File: src/design/assert_macros.svh
// Assertion macros shared by the page allocator RTL.
// Included by every module that carries concurrent checks; needs a port named clock and reset.
`ifndef ASSERT_MACROS_SVH
`define ASSERT_MACROS_SVH

// Property checked at every rising clock edge outside reset.
`define ASSERT_CLK(label, prop, msg) \
   label: assert property (@(posedge clock) disable iff (reset) (prop)) else $error(msg);

// Condition that must never be seen at a rising clock edge.
`define ASSERT_NEVER(label, expr, msg) \
   `ASSERT_CLK(label, !(expr), msg)

`endif

File: src/design/pbca_pkg.sv
`timescale 1ns / 1ps
// Shared types and constants for the page bitmap allocator.
// No dependencies; imported by the page map and the top level.
package pbca_pkg;

   // Width of every address, base and byte count word.
   localparam int WORD_W = 32;
   // Width of the serial bit position counter.
   localparam int BIT_CNT_W = 5;

   // Packed payload widths of the two stream channels.
   localparam int REQ_DATA_W = 64;
   localparam int RSP_DATA_W = 40;

   // Request kinds carried on req_tuser.
   localparam logic FUNC_ALLOC = 1'b0;
   localparam logic FUNC_FREE  = 1'b1;

   // Commands from the sequencer to the page map.
   typedef struct packed {
      logic set;
      logic clr;
   } map_cmd_type;

endpackage

File: src/design/pbca_serial_add.sv
`timescale 1ns / 1ps
// Bit-serial full adder with a stored carry, one bit per cycle while step is high, LSB first.
// Standalone; used by the top level for the window test and the granted address.
module pbca_serial_add (
   input  logic clock,
   input  logic step,      // advance one bit this cycle
   input  logic first,     // first bit of a word: carry comes from cin
   input  logic cin,
   input  logic a,
   input  logic b,
   output logic sum,
   output logic carry      // carry out of the last bit stepped
);

   logic carry_ff;
   logic carry_in;
   logic c;

   // Carry into this bit position.
   assign c        = first ? cin : carry_ff;
   assign sum      = a ^ b ^ c;
   assign carry_in = (a & b) | (a & c) | (b & c);
   assign carry    = carry_ff;

   // The carry holds while no bit is stepped.
   always_ff @(posedge clock) begin
      if (step) begin
         carry_ff <= carry_in;
      end
   end

endmodule

File: src/design/pbca_page_map.sv
`timescale 1ns / 1ps
// Used-page bitmap with a range window: tests a run for overlap, sets or clears it.
// Depends on pbca_pkg and assert_macros.svh.
`include "assert_macros.svh"
module pbca_page_map
   import pbca_pkg::*;
#(
   parameter int POOL_PAGES = 16,
   parameter int CNT_W      = 5
) (
   input  logic            clock,
   input  logic            reset,
   input  map_cmd_type     cmd,
   input  logic [CNT_W-1:0] lo,    // first page of the run
   input  logic [CNT_W:0]   hi,    // one past the last page of the run
   output logic            fit     // no page of the run is used
);

   logic [POOL_PAGES-1:0] map_ff;
   logic [POOL_PAGES-1:0] map_in;
   logic [POOL_PAGES-1:0] win;

   // One compare pair per page builds the run window.
   always_comb begin
      for (int p = 0; p < POOL_PAGES; p++) begin
         win[p] = ((CNT_W+1)'(p) >= {1'b0, lo}) && ((CNT_W+1)'(p) < hi);
      end
   end

   assign fit = (map_ff & win) == '0;

   // Mark or release the pages under the window.
   always_comb begin
      map_in = map_ff;
      if (cmd.set) begin
         map_in = map_ff | win;
      end else if (cmd.clr) begin
         map_in = map_ff & ~win;
      end
   end

   always_ff @(posedge clock) begin
      if (reset) begin
         map_ff <= '0;
      end else begin
         map_ff <= map_in;
      end
   end

   // An allocation and a release never land in the same cycle.
   `ASSERT_NEVER(a_set_clr_excl, cmd.set && cmd.clr, "page map got set and clear together")
   // A release never marks a page used.
   `ASSERT_CLK(a_clr_no_new, cmd.clr |=> ((map_ff & ~$past(map_ff)) == '0), "clear set a page")
   // An allocation always takes at least one page.
   `ASSERT_CLK(a_set_grows, cmd.set |=> ($countones(map_ff) > $countones($past(map_ff))),
      "set took no page")

endmodule

File: src/design/page_bitmap_contiguous_allocator.sv
`timescale 1ns / 1ps
// Top level of the first-fit page allocator: stream ports, sequencer, serial datapath.
// Depends on pbca_pkg, pbca_serial_add, pbca_page_map and assert_macros.svh.
//
//   channel | direction | contents
//   req     | in        | tdata: byte_count, address; tuser: func
//   rsp     | out       | tdata: ok, granted_address, in_window
//   csr     | in        | pool_base, written by csr_we
//
// Address and base pass one bit a cycle through a serial adder; the byte count shifts alongside.
// A free then goes to the decision and the result; an allocation adds the first-fit
// scan (one start page a cycle, up to POOL_PAGES) and a serial add for the granted address.
// Reset is synchronous and marks all pages free; pool_base resets to zero.
// A new request is taken while a finished result still waits on rsp.
`include "assert_macros.svh"
module page_bitmap_contiguous_allocator
   import pbca_pkg::*;
#(
   parameter int POOL_PAGES = 16,
   parameter int PAGE_SHIFT = 12
) (
   input  logic                  clock,
   input  logic                  reset,
   input  logic                  req_tvalid,
   output logic                  req_tready,
   input  logic [REQ_DATA_W-1:0] req_tdata,   // [31:0] byte_count, [63:32] address
   input  logic                  req_tuser,   // [0] func
   output logic                  rsp_tvalid,
   input  logic                  rsp_tready,
   output logic [RSP_DATA_W-1:0] rsp_tdata,   // [0] ok, [32:1] granted_address,
                                              // [33] in_window, [39:34] zero
   input  logic                  csr_we,
   input  logic [WORD_W-1:0]     csr_wdata    // pool_base
);

   localparam int CNT_W = $clog2(POOL_PAGES + 1);
   localparam logic [BIT_CNT_W-1:0] LO_POS   = BIT_CNT_W'(PAGE_SHIFT);
   localparam logic [BIT_CNT_W-1:0] HI_POS   = BIT_CNT_W'(PAGE_SHIFT + CNT_W);
   localparam logic [BIT_CNT_W-1:0] LAST_BIT = BIT_CNT_W'(WORD_W - 1);
   localparam logic [CNT_W:0]       POOL_N   = (CNT_W+1)'(POOL_PAGES);

   // Sequencer states.
   localparam logic [2:0] S_IDLE   = 3'd0;
   localparam logic [2:0] S_SER    = 3'd1;
   localparam logic [2:0] S_DECIDE = 3'd2;
   localparam logic [2:0] S_SCAN   = 3'd3;
   localparam logic [2:0] S_ADD    = 3'd4;
   localparam logic [2:0] S_DONE   = 3'd5;

   logic [2:0]            state_ff, state_in;
   logic [BIT_CNT_W-1:0]  bit_cnt_ff, bit_cnt_in;
   logic [WORD_W-1:0]     base_ff;
   logic [WORD_W-1:0]     addr_sr_ff, addr_sr_in;
   logic [WORD_W-1:0]     base_sr_ff, base_sr_in;
   logic [WORD_W-1:0]     bytes_sr_ff, bytes_sr_in;
   logic [WORD_W-1:0]     res_sr_ff, res_sr_in;
   logic                  func_ff, func_in;
   logic                  base_nz_ff, base_nz_in;
   logic                  bytes_nz_ff, bytes_nz_in;
   logic                  low_nz_ff, low_nz_in;
   logic                  bhi_ff, bhi_in;
   logic                  dhi_ff, dhi_in;
   logic [CNT_W-1:0]      bfield_ff, bfield_in;
   logic [CNT_W-1:0]      dfield_ff, dfield_in;
   logic [CNT_W-1:0]      pages_ff, pages_in;
   logic [CNT_W-1:0]      idx_ff, idx_in;
   logic                  ok_ff, ok_in;
   logic                  inwin_ff, inwin_in;
   logic                  rsp_valid_ff, rsp_valid_in;
   logic [RSP_DATA_W-1:0] rsp_data_ff, rsp_data_in;

   logic                  in_lo, in_mid, in_hi;
   logic                  add_step, add_first, add_cin, add_a, add_b, add_sum, add_carry;
   logic [CNT_W:0]        pages_calc;
   logic [CNT_W:0]        pages_free;
   logic [CNT_W+1:0]      free_sum;
   logic [CNT_W:0]        free_end;
   logic [CNT_W:0]        scan_hi;
   logic                  alloc_go;
   logic                  window_hit;
   logic                  map_fit;
   logic [CNT_W-1:0]      map_lo;
   logic [CNT_W:0]        map_hi;
   map_cmd_type           map_cmd;
   logic                  req_fire;
   logic                  rsp_free;
   logic [CNT_W:0]        bf_shift, df_shift, idx_shift;
   logic [WORD_W-1:0]     granted;

   // Pool base register; the user must write it only while idle, the block does not enforce it.
   always_ff @(posedge clock) begin
      if (reset) begin
         base_ff <= '0;
      end else if (csr_we) begin
         base_ff <= csr_wdata;
      end
   end

   // Where the current serial bit sits relative to the page number field.
   assign in_lo  = bit_cnt_ff < LO_POS;
   assign in_mid = !in_lo && (bit_cnt_ff < HI_POS);
   assign in_hi  = !in_lo && !in_mid;

   // Serial adder: address minus base in the first pass, base plus offset in the last.
   assign add_step  = (state_ff == S_SER) || (state_ff == S_ADD);
   assign add_first = bit_cnt_ff == '0;
   assign add_cin   = state_ff == S_SER;
   assign add_a     = (state_ff == S_SER) ? addr_sr_ff[0] : base_sr_ff[0];
   assign add_b     = (state_ff == S_SER) ? ~base_sr_ff[0] : (in_mid & idx_ff[0]);

   pbca_serial_add u_add (
      .clock (clock),
      .step  (add_step),
      .first (add_first),
      .cin   (add_cin),
      .a     (add_a),
      .b     (add_b),
      .sum   (add_sum),
      .carry (add_carry)
   );

   // Page counts and run ends from the captured fields.
   assign pages_calc = {1'b0, bfield_ff} + (CNT_W+1)'(low_nz_ff);
   assign pages_free = bytes_nz_ff ? pages_calc : (CNT_W+1)'(1);
   assign free_sum   = {2'b00, dfield_ff} + {1'b0, pages_free};
   assign free_end   = (bhi_ff || (free_sum > {1'b0, POOL_N})) ? POOL_N : free_sum[CNT_W:0];
   assign scan_hi    = {1'b0, idx_ff} + {1'b0, pages_ff};
   assign alloc_go   = base_nz_ff && bytes_nz_ff && !bhi_ff && (pages_calc <= POOL_N);
   // The carry out of the subtraction is one when no borrow occurred.
   assign window_hit = base_nz_ff && add_carry && !dhi_ff && ({1'b0, dfield_ff} < POOL_N);

   // Page map commands.
   assign map_lo      = (state_ff == S_SCAN) ? idx_ff : dfield_ff;
   assign map_hi      = (state_ff == S_SCAN) ? scan_hi : free_end;
   assign map_cmd.set = (state_ff == S_SCAN) && map_fit;
   assign map_cmd.clr = (state_ff == S_DECIDE) && (func_ff == FUNC_FREE) && window_hit;

   pbca_page_map #(
      .POOL_PAGES (POOL_PAGES),
      .CNT_W      (CNT_W)
   ) u_map (
      .clock (clock),
      .reset (reset),
      .cmd   (map_cmd),
      .lo    (map_lo),
      .hi    (map_hi),
      .fit   (map_fit)
   );

   // Handshakes.
   assign req_tready = state_ff == S_IDLE;
   assign req_fire   = req_tvalid && req_tready;
   assign rsp_free   = !rsp_valid_ff || rsp_tready;
   assign rsp_tvalid = rsp_valid_ff;
   assign rsp_tdata  = rsp_data_ff;

   // Shift helpers that stay legal for a one-bit field.
   assign bf_shift  = {bytes_sr_ff[0], bfield_ff};
   assign df_shift  = {add_sum, dfield_ff};
   assign idx_shift = {1'b0, idx_ff};
   assign granted   = ((func_ff == FUNC_ALLOC) && ok_ff) ? res_sr_ff : '0;

   // Sequencer and serial datapath.
   always_comb begin
      state_in     = state_ff;
      bit_cnt_in   = bit_cnt_ff;
      addr_sr_in   = addr_sr_ff;
      base_sr_in   = base_sr_ff;
      bytes_sr_in  = bytes_sr_ff;
      res_sr_in    = res_sr_ff;
      func_in      = func_ff;
      base_nz_in   = base_nz_ff;
      bytes_nz_in  = bytes_nz_ff;
      low_nz_in    = low_nz_ff;
      bhi_in       = bhi_ff;
      dhi_in       = dhi_ff;
      bfield_in    = bfield_ff;
      dfield_in    = dfield_ff;
      pages_in     = pages_ff;
      idx_in       = idx_ff;
      ok_in        = ok_ff;
      inwin_in     = inwin_ff;
      rsp_valid_in = rsp_valid_ff && !rsp_tready;
      rsp_data_in  = rsp_data_ff;
      case (state_ff)
         S_IDLE: begin
            if (req_fire) begin
               bytes_sr_in = req_tdata[WORD_W-1:0];
               addr_sr_in  = req_tdata[REQ_DATA_W-1:WORD_W];
               base_sr_in  = base_ff;
               func_in     = req_tuser;
               bit_cnt_in  = '0;
               base_nz_in  = 1'b0;
               bytes_nz_in = 1'b0;
               low_nz_in   = 1'b0;
               bhi_in      = 1'b0;
               dhi_in      = 1'b0;
               state_in    = S_SER;
            end
         end
         S_SER: begin
            // One bit of each word a cycle; capture the page number fields.
            addr_sr_in  = addr_sr_ff >> 1;
            base_sr_in  = base_sr_ff >> 1;
            bytes_sr_in = bytes_sr_ff >> 1;
            base_nz_in  = base_nz_ff | base_sr_ff[0];
            bytes_nz_in = bytes_nz_ff | bytes_sr_ff[0];
            if (in_lo) begin
               low_nz_in = low_nz_ff | bytes_sr_ff[0];
            end
            if (in_mid) begin
               bfield_in = bf_shift[CNT_W:1];
               dfield_in = df_shift[CNT_W:1];
            end
            if (in_hi) begin
               bhi_in = bhi_ff | bytes_sr_ff[0];
               dhi_in = dhi_ff | add_sum;
            end
            bit_cnt_in = bit_cnt_ff + 1'b1;
            if (bit_cnt_ff == LAST_BIT) begin
               state_in = S_DECIDE;
            end
         end
         S_DECIDE: begin
            inwin_in = window_hit;
            idx_in   = '0;
            pages_in = pages_calc[CNT_W-1:0];
            if (func_ff == FUNC_FREE) begin
               ok_in    = window_hit;
               state_in = S_DONE;
            end else if (alloc_go) begin
               state_in = S_SCAN;
            end else begin
               ok_in    = 1'b0;
               state_in = S_DONE;
            end
         end
         S_SCAN: begin
            // One candidate start page a cycle, lowest first.
            if (map_fit) begin
               ok_in      = 1'b1;
               base_sr_in = base_ff;
               bit_cnt_in = '0;
               state_in   = S_ADD;
            end else if (scan_hi == POOL_N) begin
               ok_in    = 1'b0;
               state_in = S_DONE;
            end else begin
               idx_in = idx_ff + 1'b1;
            end
         end
         S_ADD: begin
            // Base plus page offset, one bit a cycle into the result register.
            base_sr_in = base_sr_ff >> 1;
            res_sr_in  = {add_sum, res_sr_ff[WORD_W-1:1]};
            if (in_mid) begin
               idx_in = idx_shift[CNT_W:1];
            end
            bit_cnt_in = bit_cnt_ff + 1'b1;
            if (bit_cnt_ff == LAST_BIT) begin
               state_in = S_DONE;
            end
         end
         S_DONE: begin
            if (rsp_free) begin
               rsp_valid_in = 1'b1;
               rsp_data_in  = {(RSP_DATA_W-WORD_W-2)'(0), inwin_ff, granted, ok_ff};
               state_in     = S_IDLE;
            end
         end
         default: begin
            state_in = S_IDLE;
         end
      endcase
   end

   // Control registers.
   always_ff @(posedge clock) begin
      if (reset) begin
         state_ff     <= S_IDLE;
         rsp_valid_ff <= 1'b0;
      end else begin
         state_ff     <= state_in;
         rsp_valid_ff <= rsp_valid_in;
      end
   end

   // Datapath registers.
   always_ff @(posedge clock) begin
      bit_cnt_ff  <= bit_cnt_in;
      addr_sr_ff  <= addr_sr_in;
      base_sr_ff  <= base_sr_in;
      bytes_sr_ff <= bytes_sr_in;
      res_sr_ff   <= res_sr_in;
      func_ff     <= func_in;
      base_nz_ff  <= base_nz_in;
      bytes_nz_ff <= bytes_nz_in;
      low_nz_ff   <= low_nz_in;
      bhi_ff      <= bhi_in;
      dhi_ff      <= dhi_in;
      bfield_ff   <= bfield_in;
      dfield_ff   <= dfield_in;
      pages_ff    <= pages_in;
      idx_ff      <= idx_in;
      ok_ff       <= ok_in;
      inwin_ff    <= inwin_in;
      rsp_data_ff <= rsp_data_in;
   end

   // The scan only ever looks at whole runs inside the pool.
   `ASSERT_CLK(a_scan_range, (state_ff == S_SCAN) |->
      ((pages_ff != '0) && (scan_hi <= POOL_N)), "scan run outside pool")
   // A free result succeeds exactly when the address hits the window.
   `ASSERT_CLK(a_free_ok, ((state_ff == S_DONE) && (func_ff == FUNC_FREE)) |->
      (ok_ff == inwin_ff), "free status disagrees with window test")
   // A failed result never carries an address.
   `ASSERT_CLK(a_fail_zero, (rsp_valid_ff && !rsp_data_ff[0]) |->
      (rsp_data_ff[WORD_W:1] == '0), "failed result with nonzero address")

endmodule

File: config.mk
export PLATFORM = sky130hd
export DESIGN_NAME = page_bitmap_contiguous_allocator
export DESIGN_NICKNAME = d
export VERILOG_FILES = /design/src/design/pbca_pkg.sv /design/src/design/pbca_serial_add.sv /design/src/design/pbca_page_map.sv /design/src/design/page_bitmap_contiguous_allocator.sv
export VERILOG_INCLUDE_DIRS = /design/src /design/src/design
export SDC_FILE = /design/constraint.sdc
export NUM_CORES = 1
export LEC_CHECK = 0
export ABC_AREA = 1
export ABC_CLOCK_PERIOD_IN_PS = 7700
export BUFFER_PORTS_ARGS = -buffer_cell sky130_fd_sc_hd__buf_2
export CORE_MARGIN = 10
export CORE_UTILIZATION = 40
export DETAILED_ROUTE_END_ITERATION = 10
export PLACE_DENSITY = 0.55
export SETUP_SLACK_MARGIN = 0.4
export SLEW_MARGIN = 30
export SYNTH_ARGS = -nofsm -noshare
export SYNTH_HDL_FRONTEND = slang
export SYNTH_HIERARCHICAL = 1
export SYNTH_SLANG_ARGS = --single-unit
File: constraint.sdc
create_clock -name clock -period 7.7 [get_ports clock]
set_input_delay 0.385 -clock clock [delete_from_list [all_inputs] [get_ports clock]]
set_output_delay 0.385 -clock clock [all_outputs]
set_load 0.005 [all_outputs]
==> impl_metrics.py, run 1 <==
metrics = {
    "outcome": {
        "outcome": "completed",
    },
    "floorplanning": {
        "die_h_um": 186.3,
        "start_util": 0.4079,
        "die_area_um2": 34690,
        "fp.dieW_um": 186.3,
        "design.portCount": 144,
        "coreArea_um2": 27100,
        "placement_rows": 60,
    },
    "setup_path": {
        "worst-r2r-cell-count": 24,
        "worstPathArrival_ns": 5.06,
        "cpMaxStageDelayCell": "sky130_fd_sc_hd__fa_1",
        "cp_cell_sequence": "ha_1, ha_1, nand2_1, fa_1, o21ai_0, xor2_1, nand2_1, nand4_1, o21ai_0, inv_1, nand3_1, nand4_1, nand2_1, nor2_1, nand2_1, nor2_2, inv_1, nor2_1, buf_4, nor2_1, inv_2, nand3_1, nand2_1, a21oi_1",
        "worst_path_most_repeated_cell": "sky130_fd_sc_hd__nand2_1",
        "worstPathMaxFanout": 16,
        "critical_path.startpoint_type": "register",
        "type_of_the_setup_path_with_the_least_slack": "reg -> reg",
        "crit_path_max_incr_delay_ns": 0.45,
        "critPathRequiredTime_ns": 8.10,
        "end_kind": "register",
    },
    "power": {
        "totalPowerFinal_mw": 5.127,
        "power-per-cell-area_nw_per_um2": 394.6,
        "ir_worst_vdd_uv": 213.4,
        "leakage_power_nw": 5.735,
    },
    "synth": {
        "synth_area_leader": "sky130_fd_sc_hd__edfxtp_1",
        "largest_family_of_logic_cells_by_synthesized_area": "simple AND/OR/NAND/NOR gates",
        "xor_xnor_portion_of_the_synthesized_cell_area": 0.006338,
        "ys_ff_latch": 248,
        "adder_cell_area_share_of_the_yosys_netlist": 0.02467,
        "synth.yosys.warnings": 6,
        "async_reset_ff_frac": 0,
        "synth.cell_area_um2": 11060,
        "synth_cell_types": 38,
        "synth_largest_type_area_fraction": 0.5324,
        "yosys_most_used_dff": "sky130_fd_sc_hd__edfxtp_1",
        "syn_inst": 1178,
        "post_synth_main_area_contributors": "sky130_fd_sc_hd__edfxtp_1, sky130_fd_sc_hd__nand2_1, sky130_fd_sc_hd__dfxtp_1",
        "post_synth_most_frequent_cells": "sky130_fd_sc_hd__nand2_1, sky130_fd_sc_hd__edfxtp_1, sky130_fd_sc_hd__nor2_1",
        "muxShareOfSynthArea": 0,
        "yosysSeqAreaShare": 0.6265,
        "synth_edf_count": 196,
        "synth-compound-area-share": 0.04731,
        "yosys.area_share.simple": 0.2366,
        "synth.most_common_cell": "sky130_fd_sc_hd__nand2_1",
        "mean_syn_cell_area_um2": 9.385,
    },
    "grt": {
        "grt_pass1_wl_mm": 38.83,
        "via_count_of_the_first_global_routing_pass": 7818,
        "global_route.usage.total": 0.1349,
        "grt_util_met3": 0.02581,
        "grt_start_max_net_pins": 76,
        "busiest_layer": "met2",
        "globalRouteOverflowTotal": 0,
        "met1_usage": 0.1939,
        "initial_antenna_violation_count": 0,
        "met2_usage": 0.2035,
    },
    "sta": {
        "setup_total_negative_slack_ns": 0,
        "shortest_clock_period_the_worst_path_allows_after_layout_ns": 4.655,
        "finalClockSkew_ns": 0.007780,
        "final_number_of_hold_violating_endpoints": 0,
        "rsz0062_at_grt": "no",
        "max_freq_mhz": 214.8,
        "timing.final.setup_violations": 0,
        "tightestPinTransition_ns": 0.9088,
        "number_of_pins_with_negative_max_slew_slack_in_the_final_report": 0,
        "timing.final.crit_share": 0.6045,
        "timing.max_slew.rel_slack": 0.3941,
    },
    "placed_design": {
        "hpwl_mm": 15.68,
        "gp_congestion": 0.8855,
        "io_buffers": 137,
    },
    "route": {
        "final_antenna_net_count": 0,
        "wl_per_cell_um": 13.72,
        "route.vias.total": 7897,
        "final_routed_wirelength_across_all_metal_layers_mm": 23.41,
        "detail_route.vias_per_cell": 4.629,
        "drt_first_pass_iters": 5,
        "detailedRoute.firstIterationViolations": 598,
        "drc_errors_left": 0,
    },
    "clock_network": {
        "cts-resized-gates": 0,
        "clk_transition_reported_paths_ns": 0.06,
        "holdBufCountCts": 0,
        "post_cts_buffers": 0,
        "cts_num_sinks": 248,
        "clk-insertion-delay-late_ns": 0.54,
        "cts-root-to-sink-buffers": 3,
        "cts-root-buf": "sky130_fd_sc_hd__clkbuf_16",
        "cts_tree": "built",
        "tritoncts.num_buffers": 28,
        "ctsHtreeMaxLevel": 1,
    },
    "finish": {
        "drive_above_1_share": 0.1612,
        "layout-area-overhead-vs-synth_pct": 17.51,
        "antennaDiodeCount": 0,
        "multi_input_comb_area_um2": 3548,
        "seqCellArea_um2": 6927,
        "filler_cell_count": 2608,
        "final_nets": 1434,
    },
    "worst_hold_path": {
        "worst_hold_path.num_cells": 1,
        "hp-class": "in -> reg",
    },
    "flow_run": {
        "drv_cap": 0,
    },
}
==> logic make-up after synthesis <==
| logic type | Yosys count |
|---|---|
| buf+inv | 155 |
| other cells | 1 |
| xor+xnor | 8 |
| fa+ha+maj | 20 |
| compound gates | 100 |
| simple gates | 646 |
| flops | 248 |
==> path summary, 6_finish.rpt <==
path	from	end	slack, ns
setup reg to reg	low_nz_ff	register	3.05
hold reg to reg	inwin_ff	rsp_tdata[33]	0.43
setup / recovery	low_nz_ff	register	3.05
hold / removal	req_tuser	func_ff	0.03
==> worst max-delay path: cells and delay by family (launching register included) <==
kind,cells,cell delay (ns)
buffers and inverters,4,0.78
adders and majority gates,3,0.97
DFF,1,0.42
AOI/OAI and AO/OA,3,0.62
xor gates and xnor gates,1,0.24
and+or+nand+nor,13,1.50
==> cell type report <==
| cell class | instances | area share |
|---|---|---|
| tap | 372 | 0.03583 |
| multi-input combinational | 780 | 0.2731 |
| timing repair buffer | 146 | 0.05914 |
| clock inverter | 19 | 0.01214 |
| clock buffer | 33 | 0.05538 |
| sequential | 248 | 0.5332 |
| inverter | 108 | 0.03120 |
==> routing by layer <==
layer	vias to the layer above	part of all wire	wire, um
met1	3609	0.49	11590
li1	4084	-	-
met3	30	0.055	1279
met4	0	0.022	510
met2	174	0.43	10040
met5	-	0	0
==> cells in the final DEF, fill, tap and decap left out, types with 2 or more instances in the layout <==
cell type                   instances
sky130_fd_sc_hd__buf_8              2
sky130_fd_sc_hd__o21ai_1            4
sky130_fd_sc_hd__clkinv_2           6
sky130_fd_sc_hd__inv_2              7
sky130_fd_sc_hd__clkbuf_16         28
sky130_fd_sc_hd__buf_2            137
sky130_fd_sc_hd__nor2_2             4
sky130_fd_sc_hd__nand2_1          411
sky130_fd_sc_hd__nor2_1           153
sky130_fd_sc_hd__bufinv_16          2
sky130_fd_sc_hd__ha_1              17
sky130_fd_sc_hd__conb_1             6
sky130_fd_sc_hd__o22ai_1            4
sky130_fd_sc_hd__a21oi_1           32
sky130_fd_sc_hd__inv_1            100
sky130_fd_sc_hd__nor2_4             5
sky130_fd_sc_hd__nand3_1           43
sky130_fd_sc_hd__clkinv_1           8
sky130_fd_sc_hd__xor2_1             5
sky130_fd_sc_hd__nor3_2             3
sky130_fd_sc_hd__fa_1               3
sky130_fd_sc_hd__a21oi_2            2
sky130_fd_sc_hd__nand2_2            2
sky130_fd_sc_hd__clkbuf_1           5
sky130_fd_sc_hd__nand4_1           14
sky130_fd_sc_hd__edfxtp_1         196
sky130_fd_sc_hd__buf_4              7
sky130_fd_sc_hd__o21ai_0           52
sky130_fd_sc_hd__nor3_1             4
sky130_fd_sc_hd__xnor2_1            3
sky130_fd_sc_hd__dfxtp_1           52
==> flip-flops by register name, indices dropped and copies added, names as in the netlist, 32 cells and up, named ones only <==
register	flops
bytes_sr_ff	32
addr_sr_ff	32
base_sr_ff	32
rsp_tdata	34
base_ff	32
res_sr_ff	32
==> power by group <==
group	internal, mW	leakage [nW]	switching (mW)
combinational	0.462	3.00	1.15
sequential	2.08	2.31	0.172
clock	0.735	0.429	0.531
==> stage by stage <==
stage / utilization / hold WS, ns / setup WS, ns / instances / instance area, um2
3_3_place_gp: 0.4457 / 0.4041 / 3.193 / 1652 / 12080
4_1_cts: 0.4787 / 0.003873 / 3.077 / 1705 / 12970
6_report: 0.4794 / 0.03113 / 3.045 / 1706 / 12990
5_1_grt: 0.4794 / 0.01439 / 2.471 / 1706 / 12990
2_1_floorplan: - / 0.4003 / 1.608 / 1183 / 11070
3_5_place_dp: 0.4464 / 0.4209 / 3.110 / 1653 / 12100
(Power assumes the default switching activity.)
==> run 2, diff against run 1 <==
ABC_CLOCK_PERIOD_IN_PS = 4400   (was 7700)
clock period = 4.4 ns   (was 7.7 ns; I/O delays follow)
==> impl_metrics.py, run 2 (same netlist as run 1, synthesis figures left out) <==
metrics = {
    "clock_network": {
        "clk_transition_reported_paths_ns": 0.06,
        "cts-root-buf": "sky130_fd_sc_hd__clkbuf_16",
        "clk-insertion-delay-late_ns": 0.54,
        "tritoncts.num_buffers": 28,
        "cts-root-to-sink-buffers": 3,
        "ctsHtreeMaxLevel": 1,
        "cts_num_sinks": 248,
        "cts_tree": "built",
    },
    "setup_path": {
        "worst-path-buf-inv": 6,
        "type_of_the_setup_path_with_the_least_slack": "reg -> reg",
        "r2r_start": "low_nz_ff",
        "critical-path-top-delay-family": "simple AND/OR/NAND/NOR gates",
        "crit-reg2reg-capture": "base_sr_ff[25]",
        "end_kind": "register",
        "worst-r2r-cell-count": 31,
        "worstPathArrival_ns": 4.26,
        "worstPathMaxFanout": 5,
        "critPathRequiredTime_ns": 4.66,
        "worst_path_most_repeated_cell": "sky130_fd_sc_hd__nand2_2",
        "setup.reg_to_reg.worst_slack_ns": 0.40,
        "critical_path.startpoint_type": "register",
        "cpMaxStageDelayCell": "sky130_fd_sc_hd__edfxtp_1",
        "crit_path_max_incr_delay_ns": 0.45,
    },
    "floorplanning": {
        "coreArea_um2": 27100,
        "placement_rows": 60,
        "fp.dieW_um": 186.3,
        "design.portCount": 144,
        "die_area_um2": 34690,
        "start_util": 0.4079,
        "die_h_um": 186.3,
    },
    "power": {
        "leakage_power_nw": 6.381,
        "ir_worst_vdd_uv": 371.3,
        "power-per-cell-area_nw_per_um2": 676.5,
    },
    "grt": {
        "globalRouteOverflowTotal": 0,
        "initial_antenna_violation_count": 2,
        "grt_pass1_wl_mm": 41.35,
        "grt_start_max_net_pins": 71,
        "via_count_of_the_first_global_routing_pass": 8372,
        "global_route.usage.total": 0.1437,
    },
    "flow_run": {
        "drv_cap": 0,
    },
    "sta": {
        "timing.max_slew.rel_slack": 0.3866,
        "max_freq_mhz": 249.9,
        "timing.final.setup_violations": 0,
        "timing.final.crit_share": 0.9095,
        "shortest_clock_period_the_worst_path_allows_after_layout_ns": 4.002,
        "final_number_of_hold_violating_endpoints": 0,
        "finalClockSkew_ns": 0.007604,
        "rsz0062_at_grt": "yes",
        "number_of_pins_with_negative_max_slew_slack_in_the_final_report": 0,
        "hold_slack_ns": 0.04153,
        "setup_total_negative_slack_ns": 0,
        "tightestPinTransition_ns": 0.9167,
    },
    "route": {
        "final_antenna_net_count": 0,
        "route.vias.total": 8432,
        "drc_errors_left": 0,
        "detailedRoute.firstIterationViolations": 450,
        "met2_wirelength_mm": 11.69,
        "drt-met1-wl_mm": 12.21,
        "top_layer_used": "met5",
        "drt_first_pass_iters": 6,
        "wl_per_cell_um": 14.02,
        "final_routed_wirelength_across_all_metal_layers_mm": 25.72,
        "routed-wl-met3_mm": 1.262,
        "detail_route.vias_per_cell": 4.598,
    },
    "finish": {
        "drive_above_1_share": 0.2088,
        "filler_cell_count": 2425,
        "finish.instance_area_um2": 14670,
        "utilization": 0.5413,
        "multi_input_comb_area_um2": 3846,
        "seqCellArea_um2": 6927,
        "layout.cells.most_common_list": "sky130_fd_sc_hd__nand2_1, sky130_fd_sc_hd__edfxtp_1, sky130_fd_sc_hd__nor2_1, sky130_fd_sc_hd__buf_2, sky130_fd_sc_hd__dlygate4sd3_1",
        "final_common_cell": "sky130_fd_sc_hd__nand2_1",
        "final_nets": 1561,
        "layout-area-overhead-vs-synth_pct": 32.68,
        "largest_reg_flops": 34,
    },
    "placed_design": {
        "hpwl_mm": 16.29,
        "dpl-instance-area_um2": 12250,
        "gp_congestion": 0.8801,
        "io_buffers": 137,
    },
    "outcome": {
        "outcome": "completed",
    },
    "worst_hold_path": {
        "worst_hold_path.endpoint": "rsp_tvalid",
        "worst_hold_path.num_cells": 4,
        "hp-class": "in -> reg",
        "holdCritStartpoint": "rsp_tready",
    },
}
run 2: through the flow:
stage | power (mW) | std cells | setup slack [ns]
floorplan | 6.139 | 1183 | 0.09373
global placement | 6.906 | 1656 | 0.3206
detailed placement | 6.997 | 1658 | 0.2336
CTS | 9.520 | 1814 | 0.4004
global route | 10.65 | 1834 | 0.1712
finish | 9.923 | 1834 | 0.3981
run 2: layout make-up:
cell class              instances  area share
clock buffers                  41     0.05391
diodes                          1   0.0001706
clock inverters                11    0.008188
flip-flops and latches        248      0.4722
well taps                     372     0.03173
repair buffers                272      0.1433
inverters                     108     0.02832
multi-input cells             781      0.2622
run 2: metal layers:
layer  up-vias  GRT usage
met1      3873     0.1943
met4         2    0.03934
met2       171     0.2325
met3        47    0.02561
li1       4339          -
met5         -          0
run 2: power by group:
group | switching [mW] | total (mW) | internal, mW
registers | 0.323 | 3.95 | 3.63
clock network | 0.925 | 2.29 | 1.36
logic | 2.30 | 3.68 | 1.38
total | 3.55 | 9.92 | 6.38
run 2: timing repair:
action	CTS	global route
gates resized for setup	8	60
setup buffers	6	13
cloned	1	6
setup endpoints to repair	55	62
endpoints found under the hold margin	97	0
pin swaps	5	42
hold buffers	97	0
run 2: how the worst max path moves through the flow:
stage          startpoint              to  cells after the start
2_1_floorplan   low_nz_ff   base_sr_ff[0]                     29
3_3_place_gp    low_nz_ff  base_sr_ff[14]                     27
3_5_place_dp    low_nz_ff  base_sr_ff[14]                     25
4_1_cts         low_nz_ff  base_sr_ff[23]                     31
5_1_grt         low_nz_ff  base_sr_ff[26]                     31
6_report        low_nz_ff  base_sr_ff[25]                     31
run 2: tightest hold or removal path, delay by kind of cell:
family,cells,cell delay [ns]
buffers and inverters,2,0.17
AO/OA/AOI/OAI,1,0.06
AND/OR/NAND/NOR,1,0.08
